==> config.mk <==
export PLATFORM = sky130hd
export DESIGN_NAME = gfba_ram
export DESIGN_NICKNAME = d
export VERILOG_FILES = /design/src/rtl/gfba_ram.sv
export SDC_FILE = /design/constraint.sdc
export NUM_CORES = 1
export LEC_CHECK = 0
export ABC_AREA = 1
export ABC_CLOCK_PERIOD_IN_PS = 1600
export BUFFER_PORTS_ARGS = -buffer_cell sky130_fd_sc_hd__buf_2
export CORE_ASPECT_RATIO = 0.8
export CORE_MARGIN = 2
export CORE_UTILIZATION = 57
export DETAILED_ROUTE_END_ITERATION = 8
export PLACE_DENSITY = 0.87
export SYNTH_ARGS = -nofsm -noshare
export SYNTH_HDL_FRONTEND = slang
export SYNTH_SLANG_ARGS = --single-unit
==> constraint.sdc <==
create_clock -name clk_i -period 1.6 [get_ports clk_i]
set_clock_uncertainty 0.1 [all_clocks]
set_input_delay 0.32 -clock clk_i [delete_from_list [all_inputs] [get_ports clk_i]]
set_output_delay 0.32 -clock clk_i [all_outputs]
set_load 0.01 [all_outputs]
==> src/rtl/gfba_ram.sv <==
// ----------------------------------------------------------------------------
// gfba_ram: generic simple dual-port RAM
// One write port, one read port, read data registered.
// ----------------------------------------------------------------------------
module gfba_ram #(
  parameter int WIDTH = 8,
  parameter int DEPTH = 16
) (
  input  logic                     clk_i,
  input  logic                     we_i,
  input  logic [$clog2(DEPTH)-1:0] waddr_i,
  input  logic [WIDTH-1:0]         wdata_i,
  input  logic                     re_i,
  input  logic [$clog2(DEPTH)-1:0] raddr_i,
  output logic [WIDTH-1:0]         rdata_o
);

  logic [WIDTH-1:0] mem_q [DEPTH];
  logic [WIDTH-1:0] rdata_q;

  always_ff @(posedge clk_i) begin
    if (we_i) begin
      mem_q[waddr_i] <= wdata_i;
    end
    if (re_i) begin
      rdata_q <= mem_q[raddr_i];
    end
  end

  assign rdata_o = rdata_q;

endmodule

==> results.md <==
Status:
- The run finished with clean final reports.

Setup path:
- The worst register-to-register path ends at rdata_o[3]$_DFFE_PP_.
- The kind of cell adding the most delay to the critical path is flip-flops.
- The slowest library cell on the worst path is sky130_fd_sc_hd__edfxtp_1.
- The most critical setup path has its endpoint at rdata_o[4].
- The number of buffers and inverters on the critical path is 1.
- The critical path is of the flip-flop to output pin type.
- The setup check on the worst reg-to-reg path leaves a slack of 0.31 ns.
- The critical-path maximum fanout is 1.
- The startpoint of the lowest-slack register-to-register path is mem_q[13][3]$_DFFE_PP_.
- For this run, the slowest stage of the critical path takes 0.44 ns.
- For the worst setup path, the data required time is 1.18 ns.
- The worst path arrival time is 1.02 ns.
- The most critical setup path has its startpoint at rdata_o[4]$_DFFE_PP_.
- The nature of the critical path startpoint is a flip-flop.
- In this run the number of cells on the critical path is 1.
- The number of cells on the worst reg-to-reg path is 6.
- STA classifies the critical path endpoint as an output pin.
- The signal on the critical path passes through buf_2.

STA:
- The hold violation total from the final report is 0.
- Across all setup checks in the final design, the least slack found is 0.160 ns.
- The minimum clock period is 1.44 ns.
- Hold is met by 0.186 ns.
- The count of pins over their slew limit is 0.
- Setup repair after global routing left no endpoint under its margin.
- Derived from the worst setup path, the maximum achievable clock frequency is 0.695 GHz.
- Dividing the final minimum period by the clock period gives 0.900.
- The final number of setup-violating endpoints is 0.
- For the pin with the worst max-slew slack, the measured transition is 0.626 ns.
- In this run the tightest slew margin relative to its limit is 0.582.

Floorplan:
- For this configuration, the core starts out at a cell density of 0.578.
- The width of the die is 117 µm.
- During I/O placement, the number of pins put on the boundary was 27.
- The die covers 11100 µm².
- The area of the placeable core is 10100 µm².
- The height of the die is 94.6 µm.
- The floorplan row count is 33.

Global route:
- The wire length of the first global-routing pass is 19.9 mm.
- The overall track demand over capacity in global routing is 0.252.
- Global routing finished with a remaining overflow of 0.
- Entering global routing, the biggest net connects 62 pins.
- The number of global-route vias before repair is 3958.
- The initial antenna violation count was 0.

Logic synthesis:
- The sequential share of the synthesized area is 0.698.
- The flop and latch count out of synthesis is 136.
- The share of the synthesized netlist area taken by xor and xnor gates is 0.
- The cell area after synthesis is 5850 µm².
- The simple-gate area share of the yosys netlist is 0.208.
- The number of distinct library cells after synthesis is 11.
- The synthesized net count is 570.
- The share of cell area taken by muxes after synthesis is 0.
- The yosys synthesis warning count is 0.
- The mean post-synth cell area is 10.6 µm².
- The number of instances in the synthesized netlist is 551.
- After synthesis, the largest family of logic cells by area is simple AND/OR/NAND/NOR gates.
- The adder-cell share of the synthesized area is 0.
- The share of the synthesized area in compound gates (AO/OA/AOI/OAI) is 0.

Clock tree:
- The clock drives 136 sinks.
- TritonCTS built the clock tree.
- The number of gates resized after cts is 0.
- Once the clock tree was built, the setup fixing pass inserted 0 buffers.
- In this run, post-CTS hold repair placed 0 buffers.
- After clock tree synthesis, the clock-pin slew on the worst setup and hold paths is 0.05 ns.
- TritonCTS created 17 clock buffers.
- At the later pin of the worst-skew pair, clock insertion delay measures 0.41 ns.
- The number of levels the H-tree was split into is 4.
- The clock tree root buffer cell is sky130_fd_sc_hd__clkbuf_16.
- The buffer depth of the longest clock path is 2.

Final layout:
- The repair_antennas step left the layout with diodes totalling 0.
- The fill cell total of the finished layout is 724.
- The final cell count without fillers is 750.
- The number of nets in the finished design is 616.
- Of the cells placed in the final design, the portion with a size suffix greater than 1 is 0.118.
- Compared with the post-synthesis result, the final layout area differs by 14.7%.

Route:
- After detailed routing, the met2 layer carries 6.04 mm of wire.
- After detailed routing, the number of vias per cell comes to 5.36.
- The DRC violation total after the first TritonRoute iteration is 458.
- After detailed routing, no signal wire sits above met4.
- The detailed router placed 4023 vias in this run.
- The length of the first detailed-routing pass in iterations is 5.
- The total DRC errors in the routed layout is 0.
- Dividing the detail-routed wire length by the instance count gives 16.9 µm.
- Summed over all nets, wire length on met3 after detailed routing comes to 1.34 mm.
- The routed length on met1 is 5.13 mm.
- The count of nets left with antenna violations once routing finished came out at 0.
- The routed design has 12.7 mm of wire.

Pwr:
- The power density of the placed cells is 1160 nW/µm².
- The standby leakage power is 2.91 nW.
- The worst-case IR drop observed on VDD is 1.09 mV.

Place:
- Buffers placed on the I/O ports in this run total 26.
- The number of placed instances, taps included, is 718.
- The worst slack at placement is -0.113 ns.
- The congestion estimate from routability-driven global placement came to 0.931.
- Once detailed placement completed, the half-perimeter wirelength came to 8.00 mm.

Hold path:
- The path type of the worst min-delay path is input pin to flip-flop.

Run:
- Across the run, the number of max-cap violations was 0.
==> cells in the mapped netlist <==
library cell / count / area [µm²]
sky130_fd_sc_hd__nand3b_1: 2 / 15.0
sky130_fd_sc_hd__inv_2: 2 / 7.51
sky130_fd_sc_hd__buf_4: 4 / 30.0
sky130_fd_sc_hd__buf_6: 6 / 67.6
sky130_fd_sc_hd__edfxtp_1: 136 / 4080
sky130_fd_sc_hd__nand2_1: 173 / 649
sky130_fd_sc_hd__buf_2: 13 / 65.1
sky130_fd_sc_hd__nand3_1: 97 / 485
sky130_fd_sc_hd__buf_1: 1 / 3.75
sky130_fd_sc_hd__nor2_1: 17 / 63.8
sky130_fd_sc_hd__inv_1: 100 / 375
==> cell type report <==
type	instances	area [µm²]	share of cell area
multi-input combinational	289	1210	0.181
clock inverter	7	28.8	0.00429
sequential	136	4080	0.609
tap	140	175	0.0261
clock buffer	25	455	0.0679
timing repair buffer	51	368	0.0548
inverter	102	383	0.0571
==> where the power goes <==
part           internal (mW)  switching, mW
registers               4.02         0.0293
clock network           1.94           1.28
logic                  0.155          0.344
total                   6.12           1.65
==> routing by layer <==
metal | vias up | track usage
li1 | 1871 | -
met4 | 0 | 0.0814
met1 | 1903 | 0.336
met2 | 230 | 0.392
met3 | 19 | 0.0886
met5 | - | 0
==> cell families after synthesis <==
group	Yosys count
buffers and inverters	126
flip-flops	136
AND/OR/NAND/NOR	289
==> how the worst min path moves through the flow <==
stage	from	to	slack (ns)	depth (start not counted)
6_report	re_i	rdata_o[1]$_DFFE_PP_	0.19	1
5_1_grt	re_i	rdata_o[7]$_DFFE_PP_	0.16	1
4_1_cts	re_i	rdata_o[7]$_DFFE_PP_	0.17	1
3_5_place_dp	re_i	rdata_o[7]$_DFFE_PP_	0.59	1
3_3_place_gp	re_i	rdata_o[7]$_DFFE_PP_	0.59	1
2_1_floorplan	wdata_i[0]	mem_q[0][0]$_DFFE_PP_	0.32	0
==> placed cells by master (no fill, tap or decap) <==
master / count
sky130_fd_sc_hd__nand2_1: 173
sky130_fd_sc_hd__edfxtp_1: 136
sky130_fd_sc_hd__inv_1: 100
sky130_fd_sc_hd__nand3_1: 97
sky130_fd_sc_hd__buf_2: 26
sky130_fd_sc_hd__buf_4: 21
sky130_fd_sc_hd__nor2_1: 17
sky130_fd_sc_hd__clkbuf_16: 17
sky130_fd_sc_hd__clkbuf_1: 8
sky130_fd_sc_hd__clkinv_1: 5
sky130_fd_sc_hd__buf_12: 4
sky130_fd_sc_hd__inv_2: 2
sky130_fd_sc_hd__nand3b_1: 2
sky130_fd_sc_hd__clkinv_2: 2
==> flip-flops by register name, summed over array words and instances (netlist names) <==
name and cells:
rdata_o 8, mem_q 128
==> stage by stage <==
stage	setup TNS (ns)	util	instance area [µm²]	total power [mW]
after global routing	0	0.663	6710	8.04
final	0	0.663	6710	7.77
after detailed placement	-0.386	0.615	6220	4.61
after CTS	0	0.663	6710	7.80
after global placement	-0.188	0.615	6220	4.59
after floorplan	0	-	5850	4.40
Power figures use the tool's default switching activity.
